`src/rtl/assert_macros.svh`:
```
// ---------------------------------------------------------------------------
// assertion macros
// shared concurrent assertion helpers, empty under synthesis
// ---------------------------------------------------------------------------
`ifndef ASSERT_MACROS_SVH
`define ASSERT_MACROS_SVH
`ifndef SYNTHESIS
`define ASSERT_IMP(label, clk, rst, a, b) \
  label: assert property (@(posedge clk) disable iff (rst) (a) |-> (b)) else $error("label");
`define ASSERT_NXT(label, clk, rst, a, b) \
  label: assert property (@(posedge clk) disable iff (rst) (a) |=> (b)) else $error("label");
`else
`define ASSERT_IMP(label, clk, rst, a, b)
`define ASSERT_NXT(label, clk, rst, a, b)
`endif
`endif

```
`src/rtl/aclp_pkg.sv`:
```
// ---------------------------------------------------------------------------
// aclp_pkg
// shared types and constants of the command line parser
// ---------------------------------------------------------------------------
package aclp_pkg;
  localparam logic [2:0] CMD_TARGET = 3'd0;
  localparam logic [2:0] CMD_SAF    = 3'd1;
  localparam logic [2:0] CMD_SAFH   = 3'd2;
  localparam logic [2:0] CMD_HIGH   = 3'd3;
  localparam logic [2:0] CMD_START  = 3'd4;
  localparam logic [2:0] CMD_ABORT  = 3'd5;
  localparam int unsigned VAL_MAX   = 100000;

  // controller to datapath
  typedef struct packed {
    logic store_wr;  // append incoming char
    logic line_rst;  // restart fill index
    logic scan_start; // reset scan pointer and parse state
    logic scan_step;  // consume one char
  } ctl_t;

  // datapath to controller
  typedef struct packed {
    logic full;      // store holds LINE_LEN-1 chars
    logic rd_valid;  // registered read data available
    logic done;      // parse finished
  } sts_t;
endpackage

```
`src/rtl/aclp_ctrl.sv`:
```
// ---------------------------------------------------------------------------
// aclp_ctrl
// sequencer: accepts chars, launches and runs the line scan
// ---------------------------------------------------------------------------
module aclp_ctrl (
  input  logic           clk,
  input  logic           rst,
  input  logic           in_valid,
  input  logic [7:0]     in_char,
  output logic           in_stall,
  input  aclp_pkg::sts_t sts,
  input  logic           out_busy,
  output aclp_pkg::ctl_t ctl
);
  typedef enum logic [1:0] {S_IDLE, S_SCAN, S_WAIT} state_t;
  state_t state;
  logic   acc;

  assign in_stall = (state != S_IDLE);
  assign acc      = in_valid && !in_stall;

  always_comb begin
    ctl = '0;
    if (acc && in_char != 8'h0d) begin
      if (in_char == 8'h0a) begin
        ctl.line_rst   = 1'b1;
        ctl.scan_start = 1'b1;
      end else if (sts.full) begin
        ctl.line_rst = 1'b1;
      end else begin
        ctl.store_wr = 1'b1;
      end
    end
    // steps pause while the output register still holds an untaken result
    if (state == S_SCAN && sts.rd_valid && !sts.done && !out_busy) ctl.scan_step = 1'b1;
  end

  always_ff @(posedge clk) begin
    if (rst) begin
      state <= S_IDLE;
    end else begin
      unique case (state)
        S_IDLE: if (ctl.scan_start) state <= S_WAIT;
        S_WAIT: state <= S_SCAN;
        S_SCAN: if (sts.done) state <= S_IDLE;
        default: state <= S_IDLE;
      endcase
    end
  end
endmodule

```
`src/rtl/aclp_dp.sv`:
```
// ---------------------------------------------------------------------------
// aclp_dp
// line store, scan pointer and character-serial parse datapath
// ---------------------------------------------------------------------------
`include "assert_macros.svh"
module aclp_dp #(
  parameter int LINE_LEN = 128
) (
  input  logic                clk,
  input  logic                rst,
  input  logic [7:0]          in_char,
  input  aclp_pkg::ctl_t      ctl,
  output aclp_pkg::sts_t      sts,
  output logic                res_valid,
  output logic [2:0]          res_cmd,
  output logic signed [17:0]  res_val,
  output logic                res_flag
);
  localparam int AW = $clog2(LINE_LEN);
  localparam int CW = $clog2(LINE_LEN + 1);

  // parse phases
  typedef enum logic [3:0] {
    P_LEAD, P_WORD, P_WEND, P_A1, P_WS, P_INT, P_FRAC, P_END
  } ph_t;
  typedef enum logic [1:0] {K_VAL, K_INT, K_WORD} kind_t;

  logic [7:0]    mem [LINE_LEN];
  logic [CW-1:0] fill;
  logic [CW-1:0] len;
  logic [CW-1:0] ptr;
  logic [CW-1:0] ptr_next;
  logic [7:0]    rd;
  logic          rdv;
  ph_t           ph;
  logic [4:0]    cand;  // SAF, SAFH, HIGH, START, ABORT candidates
  logic [2:0]    widx;
  logic [2:0]    cmd;
  kind_t         kind;
  logic          neg, any, nz, ok, dn;
  logic [9:0]    ip;
  logic [6:0]    fr;
  logic [1:0]    nf;
  logic [7:0]    c, u;
  logic [4:0]    cand_next;

  assign sts.full     = (fill == CW'(LINE_LEN - 1));
  assign sts.rd_valid = rdv;
  assign sts.done     = dn;

  // effective char: zero past the line end
  assign c = (ptr > len) ? 8'h00 : ((ptr == len) ? 8'h00 : rd);
  assign u = (c >= "a" && c <= "z") ? c - 8'd32 : c;

  function automatic logic [7:0] wch(input logic [2:0] k, input logic [2:0] i);
    logic [7:0] r;
    r = 8'h00;
    case (k)
      3'd1: r = (i == 0) ? "S" : (i == 1) ? "A" : (i == 2) ? "F" : ",";
      3'd2: r = (i == 0) ? "S" : (i == 1) ? "A" : (i == 2) ? "F" : (i == 3) ? "H" : ",";
      3'd3: r = (i == 0) ? "H" : (i == 1) ? "I" : (i == 2) ? "G" : (i == 3) ? "H" : ",";
      3'd4: r = (i == 0) ? "S" : (i == 1) ? "T" : (i == 2) ? "A" : (i == 3) ? "R" : "T";
      3'd5: r = (i == 0) ? "A" : (i == 1) ? "B" : (i == 2) ? "O" : (i == 3) ? "R" : "T";
      default: r = 8'h00;
    endcase
    return r;
  endfunction

  // pointer advances per step; holds at a zero char and when the first
  // number char must be seen again by the integer phase
  always_comb begin
    ptr_next = ptr;
    if (ctl.scan_start) begin
      ptr_next = '0;
    end else if (ctl.scan_step) begin
      if (c != 8'h00 && ptr != CW'(LINE_LEN) &&
          !(ph == P_WS && !(c == " " || (c >= 8'd9 && c <= 8'd13)) &&
            !(c == "+" || c == "-")))
        ptr_next = ptr + 1'b1;
    end
  end

  always_ff @(posedge clk) begin
    if (ctl.store_wr) mem[fill[AW-1:0]] <= in_char;
    rd <= mem[ptr_next[AW-1:0]];
  end

  always_ff @(posedge clk) begin
    if (rst) begin
      fill <= '0;
    end else if (ctl.line_rst) begin
      fill <= '0;
    end else if (ctl.store_wr) begin
      fill <= fill + 1'b1;
    end
  end

  logic [9:0] ip_mul;
  logic [10:0] ip_sum;
  logic [16:0] h;
  assign ip_sum = 11'(ip) * 11'd10 + 11'(c - "0");
  assign ip_mul = (ip >= 10'd101 || ip_sum > 11'd1001) ? 10'd1001 : ip_sum[9:0];
  assign h = 17'(ip) * 17'd100 + 17'(fr);

  always_comb begin
    cand_next = cand;
    for (int k = 1; k <= 5; k++) begin
      if (cand[k-1] && (widx > ((k == 1) ? 3'd3 : 3'd4) || u != wch(3'(k), widx)))
        cand_next[k-1] = 1'b0;
    end
  end

  always_ff @(posedge clk) begin
    if (rst) begin
      rdv       <= 1'b0;
      dn        <= 1'b1;
      res_valid <= 1'b0;
    end else begin
      res_valid <= 1'b0;
      ptr       <= ptr_next;
      if (ctl.scan_start) begin
        len  <= fill;
        rdv  <= 1'b0;
        dn   <= 1'b0;
        ph   <= P_LEAD;
        ok   <= 1'b0;
        neg  <= 1'b0; any <= 1'b0; nz <= 1'b0;
        ip   <= '0; fr <= '0; nf <= '0;
        widx <= '0;
        cand <= 5'b11111;
      end else if (!dn && !rdv) begin
        rdv <= 1'b1;
      end else if (ctl.scan_step) begin
        unique case (ph)
          P_LEAD: begin
            if (!(c == " " || c == 8'h09)) begin
              if (u == "T") begin
                ph <= P_A1; cmd <= aclp_pkg::CMD_TARGET; kind <= K_VAL;
              end else if (u == "A") begin
                ph <= P_A1; cmd <= aclp_pkg::CMD_ABORT; kind <= K_WORD;
                cand <= 5'b10000; widx <= 3'd1;
              end else if (u == "S" || u == "H") begin
                ph <= P_WORD; cand <= cand_next; widx <= 3'd1;
              end else begin
                dn <= 1'b1;
              end
            end
          end
          P_A1: begin
            if (cmd == aclp_pkg::CMD_TARGET) begin
              if (c == ",") ph <= P_WS; else dn <= 1'b1;
            end else if (c == 8'h00 || c == 8'h0d) begin
              ok <= 1'b1; ph <= P_END;
            end else if (u == "B") begin
              ph <= P_WORD; widx <= 3'd2;
            end else begin
              dn <= 1'b1;
            end
          end
          P_WORD: begin
            widx <= widx + 1'b1;
            cand <= cand_next;
            if (cand_next == '0) begin
              dn <= 1'b1;
            end else if (cand_next[1] && widx == 3'd4) begin
              cmd <= aclp_pkg::CMD_SAFH; kind <= K_VAL; ph <= P_WS;
            end else if (cand_next[0] && widx == 3'd3) begin
              cmd <= aclp_pkg::CMD_SAF; kind <= K_VAL; ph <= P_WS;
            end else if (cand_next[2] && widx == 3'd4) begin
              cmd <= aclp_pkg::CMD_HIGH; kind <= K_INT; ph <= P_WS;
            end else if (cand_next[3] && widx == 3'd4) begin
              cmd <= aclp_pkg::CMD_START; ph <= P_WEND;
            end else if (cand_next[4] && widx == 3'd4) begin
              cmd <= aclp_pkg::CMD_ABORT; ph <= P_WEND;
            end
          end
          P_WEND: begin
            if (c == 8'h00 || c == 8'h0d || c == " " || c == 8'h09) begin
              ok <= 1'b1; ph <= P_END;
            end else begin
              dn <= 1'b1;
            end
          end
          P_WS: begin
            // a char that is neither blank nor a sign is left in place for the integer phase
            if (!(c == " " || (c >= 8'd9 && c <= 8'd13))) begin
              ph <= P_INT;
              if (c == "+" || c == "-") neg <= (c == "-");
            end
          end
          P_INT: begin
            if (c >= "0" && c <= "9") begin
              ip <= ip_mul; any <= 1'b1;
              if (c != "0") nz <= 1'b1;
            end else if (c == "." && kind == K_VAL) begin
              ph <= P_FRAC;
            end else begin
              ok <= any; ph <= P_END;
            end
          end
          P_FRAC: begin
            if (c >= "0" && c <= "9") begin
              any <= 1'b1;
              if (nf == 2'd0) fr <= 7'(c - "0") * 7'd10;
              else if (nf == 2'd1) fr <= fr + 7'(c - "0");
              if (nf < 2'd2) nf <= nf + 1'b1;
            end else begin
              ok <= any; ph <= P_END;
            end
          end
          P_END: begin
            dn <= 1'b1;
            if (ok) begin
              res_valid <= 1'b1;
              res_cmd   <= cmd;
              res_flag  <= (cmd == aclp_pkg::CMD_HIGH) ? nz : 1'b0;
              if (cmd <= aclp_pkg::CMD_SAFH) begin
                res_val <= neg
                  ? -$signed(18'((h > 17'(aclp_pkg::VAL_MAX)) ? 17'(aclp_pkg::VAL_MAX) : h))
                  :  $signed(18'((h > 17'(aclp_pkg::VAL_MAX)) ? 17'(aclp_pkg::VAL_MAX) : h));
              end else begin
                res_val <= '0;
              end
            end
          end
          default: dn <= 1'b1;
        endcase
      end
    end
  end

  `ASSERT_NXT(a_res_ends_scan, clk, rst, res_valid, dn)
  `ASSERT_IMP(a_fill_bound, clk, rst, 1'b1, fill <= CW'(LINE_LEN - 1))
  `ASSERT_IMP(a_no_wr_scan, clk, rst, !dn, !ctl.store_wr)
endmodule

```
`src/rtl/ascii_command_line_parser.sv`:
```
// ---------------------------------------------------------------------------
// ascii_command_line_parser
// serial command line parser: collects chars, parses a line at newline
// ---------------------------------------------------------------------------
//  channel | signals                                          | direction
//  input   | in_valid, in_stall, rx_char                      | in
//  output  | out_valid, out_stall, command, value_hundredths, | out
//          | flag_on                                          |
//
// ordinary chars are stored without a stall; carriage returns are dropped
// a newline holds input while the scan walks the line store
// through its registered read port
// reset clears fill index and the sequencer; store contents need none
// scan steps pause while an older result still waits downstream
// ---------------------------------------------------------------------------
`include "assert_macros.svh"
module ascii_command_line_parser #(
  parameter int LINE_LEN = 128
) (
  input  logic               clk,
  input  logic               rst,
  input  logic               in_valid,
  output logic               in_stall,
  input  logic [7:0]         rx_char,
  output logic               out_valid,
  input  logic               out_stall,
  output logic [2:0]         command,
  output logic signed [17:0] value_hundredths,
  output logic               flag_on
);
  aclp_pkg::ctl_t    ctl;
  aclp_pkg::sts_t    sts;
  logic              res_valid;
  logic [2:0]        res_cmd;
  logic signed [17:0] res_val;
  logic              res_flag;
  logic              out_busy;

  // pause the scan while an older result still waits
  assign out_busy = out_valid && out_stall;

  aclp_ctrl u_ctrl (
    .clk      (clk),
    .rst      (rst),
    .in_valid (in_valid),
    .in_char  (rx_char),
    .in_stall (in_stall),
    .sts      (sts),
    .out_busy (out_busy),
    .ctl      (ctl)
  );

  aclp_dp #(.LINE_LEN(LINE_LEN)) u_dp (
    .clk       (clk),
    .rst       (rst),
    .in_char   (rx_char),
    .ctl       (ctl),
    .sts       (sts),
    .res_valid (res_valid),
    .res_cmd   (res_cmd),
    .res_val   (res_val),
    .res_flag  (res_flag)
  );

  // output register
  always_ff @(posedge clk) begin
    if (rst) begin
      out_valid <= 1'b0;
    end else if (res_valid) begin
      out_valid        <= 1'b1;
      command          <= res_cmd;
      value_hundredths <= res_val;
      flag_on          <= res_flag;
    end else if (!out_stall) begin
      out_valid <= 1'b0;
    end
  end

  `ASSERT_IMP(a_cmd_range, clk, rst, out_valid, command <= aclp_pkg::CMD_ABORT)
  `ASSERT_IMP(a_flag_high, clk, rst, out_valid && flag_on, command == aclp_pkg::CMD_HIGH)
  `ASSERT_IMP(a_no_overrun, clk, rst, res_valid, !out_busy)
endmodule

```
`config.mk`:
```
export PLATFORM = sky130hd
export DESIGN_NAME = ascii_command_line_parser
export DESIGN_NICKNAME = d
export VERILOG_FILES = /design/src/rtl/aclp_pkg.sv /design/src/rtl/aclp_ctrl.sv /design/src/rtl/aclp_dp.sv /design/src/rtl/ascii_command_line_parser.sv
export VERILOG_INCLUDE_DIRS = /design/src /design/src/rtl
export SDC_FILE = /design/constraint.sdc
export NUM_CORES = 2
export LEC_CHECK = 0
export ABC_CLOCK_PERIOD_IN_PS = 8000
export BUFFER_PORTS_ARGS = -buffer_cell sky130_fd_sc_hd__buf_2
export CAP_MARGIN = 10
export CORE_UTILIZATION = 58
export DETAILED_ROUTE_END_ITERATION = 12
export PLACE_DENSITY = 0.74
export SLEW_MARGIN = 20
export SYNTH_ARGS = -nofsm -noshare
export SYNTH_HDL_FRONTEND = slang
export SYNTH_SLANG_ARGS = --single-unit
```
`constraint.sdc`:
```
create_clock -name clk -period 8 [get_ports clk]
set_input_delay 1.6 -clock clk [delete_from_list [all_inputs] [get_ports clk]]
set_output_delay 1.6 -clock clk [all_outputs]
set_load 0.02 [all_outputs]
```
==> out/metrics.cfg <==
[clocking]
cts_max_path_buffers=3
cts_resized=0
htreeDepth=3
cts_hold_buf=0
clock_latency_ns=0.69
clk_pin_slew_ns=0.07
tritoncts=done
clock_tree.root_cell=clkbuf_16
clock_sinks=1145
post_cts_buffers=0
cts_inserted_buffers=111

[drt]
wl_met2_mm=57.4
num_vias=33059
drcViolationCount=0
ant_nets=0
drt_iter0_markers=4259
drt_pass1_iterations=6
top_layer=met4
drt-met1-wl_mm=50.1
vias_per_cell=6.23
post_drt_wl_per_cell_um=23.2
routed_wl_mm=123
wl_met3_mm=11.1

[pwr]
seqPwrFrac_pct=52.2
power.internal_uw=9860
power_frac_comb_pct=6.1
p_leak_uw=0.0193
pwr-share-clk_pct=41.6
p_sw_share_pct=22.3
powerDensity_mw_per_mm2=231
switching_power_uw=2820
ir_drop_mv=0.199

[floorplan]
die_area_mm2=0.0875
io_pins=36
die_y_um=296
die_x_um=296
initial_core_util_pct=58.7
num_rows=107
coreArea_mm2=0.0853

[finish]
fin_nets=4193
fillers=6184
instances_no_fill=5306
diodes=0
syn2layout_area_growth_pct=9.76
mostFrequentLayoutCell=edfxtp_1
design_area_mm2=0.0550
most-common-layout-cells=edfxtp_1, nand2_1, nand3_1, a21oi_1, nor2_1
drive_above_1_share_pct=7.18
seq_area_mm2=0.0342
multiInputGateArea_mm2=0.0146

[job]
cap_viol_max_count=0

[global_route]
grt_max_degree=184
grt_pass1_vias=31139
grtUsageTotal_pct=28.1
overflow=0
grt_first_pass_wirelength_mm=187
antenna_found_initial=1

[critical_path]
start_kind=flop
arrival_ns=7.68
path_class=reg -> reg
end_kind=flop
crit_required_ns=8.60
ff2ff_setup_slack_ns=0.92
crit_fanout=38

[placed_design]
place_inst=5098
dpl_cell_area_mm2=0.0513
gp_congestion=0.882
io_buffers=35
place_hpwl_mm=72.5

[sta]
hold_viol=0
slew_headroom_pct=31.4
fin_tns_setup_ns=0
slew_viol_final=0
hold_slack_ns=0.409
fmaxAchievable_mhz=141
worstMarginPinSlew_ns=1.03
period_share_pct=88.5
fin_skew_ns=0.0422
rsz0062_at_grt=no
finalSetupViolCount=0
period_needed_ns=7.08

[synth]
avgSynthCellArea_um2=12.2
synth_top_area_share_pct=67.3
ys_top_cells_by_area=edfxtp_1, nand2_1, nand3_1
synth_fp_nets=4220
ys_async_sr_fraction_pct=0
synthesis.instances=4094
syn_area_mm2=0.0501
yosys.area.top_type=edfxtp_1
synth_seq_area_share_pct=68.2
yosys_warnings=0
synth_edf_count=1123
yosys_register_bits=1145
synth_cell_type_count=83
ys.flop_type=edfxtp_1

[min_path]
hp-class=reg -> reg

[status]
status=completed

logic make-up (layout without fill, tap and decap cells):
family,after synthesis,in the layout,synth area share (%)
and+or+nand+nor,1715,1715,15.0
DFF,1145,1145,68.2
AOI/OAI and AO/OA,665,665,8.66
buffers and inverters,323,391,2.66
adders and majority gates,114,114,3.00
xor gates and xnor gates,69,69,1.21
muxes,63,63,1.28
layout make-up:
cell class,instances,area share (%)
multi-input cells,2626,26.6
inverters,87,0.624
clock buffers,130,5.22
clock inverters,78,1.45
repair buffers,96,1.35
flip-flops and latches,1145,62.2
well taps,1144,2.60
worst max-delay path, cell delays in order (launching register included):
cell	delay [ns]
edfxtp_1	0.51
ha_1	0.35
nor2b_1	0.13
o211ai_1	0.28
a31oi_2	0.26
nor2_2	0.36
nand2_1	0.41
ha_1	0.43
o2111ai_1	0.13
a21oi_1	0.09
a21oi_1	0.26
o32ai_4	0.16
a31o_4	0.28
nor2_1	0.16
mux2i_2	0.44
clkinv_2	0.56
buf_4	0.43
a221oi_1	0.24
a21oi_1	0.10
a2111oi_0	0.82
buf_4	0.23
a31oi_1	0.14
nor4_1	0.18
path summary, 6_finish.rpt:
path	from	endpoint	cells after the start
worst min-delay path	u_dp.res_val[0]	value_hundredths[0]	0
worst max-delay path	u_dp.ptr[1]	u_dp.rd[1]	22
worst min register to register	u_dp.res_val[0]	value_hundredths[0]	0
worst max register to register	u_dp.ptr[1]	u_dp.rd[1]	22
synth_stat cells (5+ instances only):
| cell | instances |
|---|---|
| a2111oi_0 | 9 |
| a211o_1 | 17 |
| a211oi_1 | 25 |
| a21o_1 | 15 |
| a21oi_1 | 305 |
| a221oi_1 | 65 |
| a22o_1 | 15 |
| a22oi_1 | 5 |
| a31o_2 | 10 |
| a31oi_1 | 17 |
| a32oi_1 | 43 |
| and2_1 | 14 |
| and3_1 | 43 |
| buf_1 | 53 |
| buf_2 | 74 |
| buf_4 | 5 |
| clkbuf_1 | 103 |
| dfxtp_1 | 22 |
| edfxtp_1 | 1123 |
| fa_1 | 10 |
| ha_1 | 104 |
| inv_1 | 80 |
| mux2i_1 | 60 |
| nand2_1 | 878 |
| nand2b_1 | 9 |
| nand3_1 | 354 |
| nand3b_1 | 6 |
| nand4_1 | 27 |
| nor2_1 | 251 |
| nor2b_1 | 17 |
| nor3_1 | 45 |
| nor3b_1 | 10 |
| nor4_1 | 18 |
| o21a_1 | 5 |
| o21ai_0 | 58 |
| o21bai_1 | 12 |
| o22ai_1 | 13 |
| o31ai_1 | 18 |
| or2_2 | 7 |
| or3_1 | 15 |
| or4_1 | 5 |
| xnor2_1 | 47 |
| xor2_1 | 22 |
through the flow:
stage,utilization (%),power (uW),setup WS (ns)
detailed placement,60.1,7520,0.981
floorplan,-,7210,2.12
CTS,64.4,12700,0.952
finish,64.4,12700,0.919
global route,64.4,13000,0.395
global placement,60.1,7500,1.06
metal layers:
layer / vias up / track usage [%]
li1: 15067 / -
met1: 15999 / 40.1
met2: 1719 / 43.8
met3: 274 / 4.19
met4: 0 / 10.7
met5: - / 0
flip-flops by register name, indices dropped and copies added (netlist names), 8 cells and up:
signal            flops
value_hundredths     18
u_dp.rd               8
u_dp.mem           1024
u_dp.fill             8
u_dp.len              8
u_dp.ip              10
u_dp.ptr              8
u_dp.res_val         18
power by group through the flow:
stage               logic, uW  registers (uW)  clock network, uW
floorplan                 483            6730                  0
global placement          749            6750                  0
detailed placement        763            6750                  0
CTS                       767            6630               5310
global route              837            6620               5540
finish                    777            6630               5280
(Power assumes the default switching activity.)
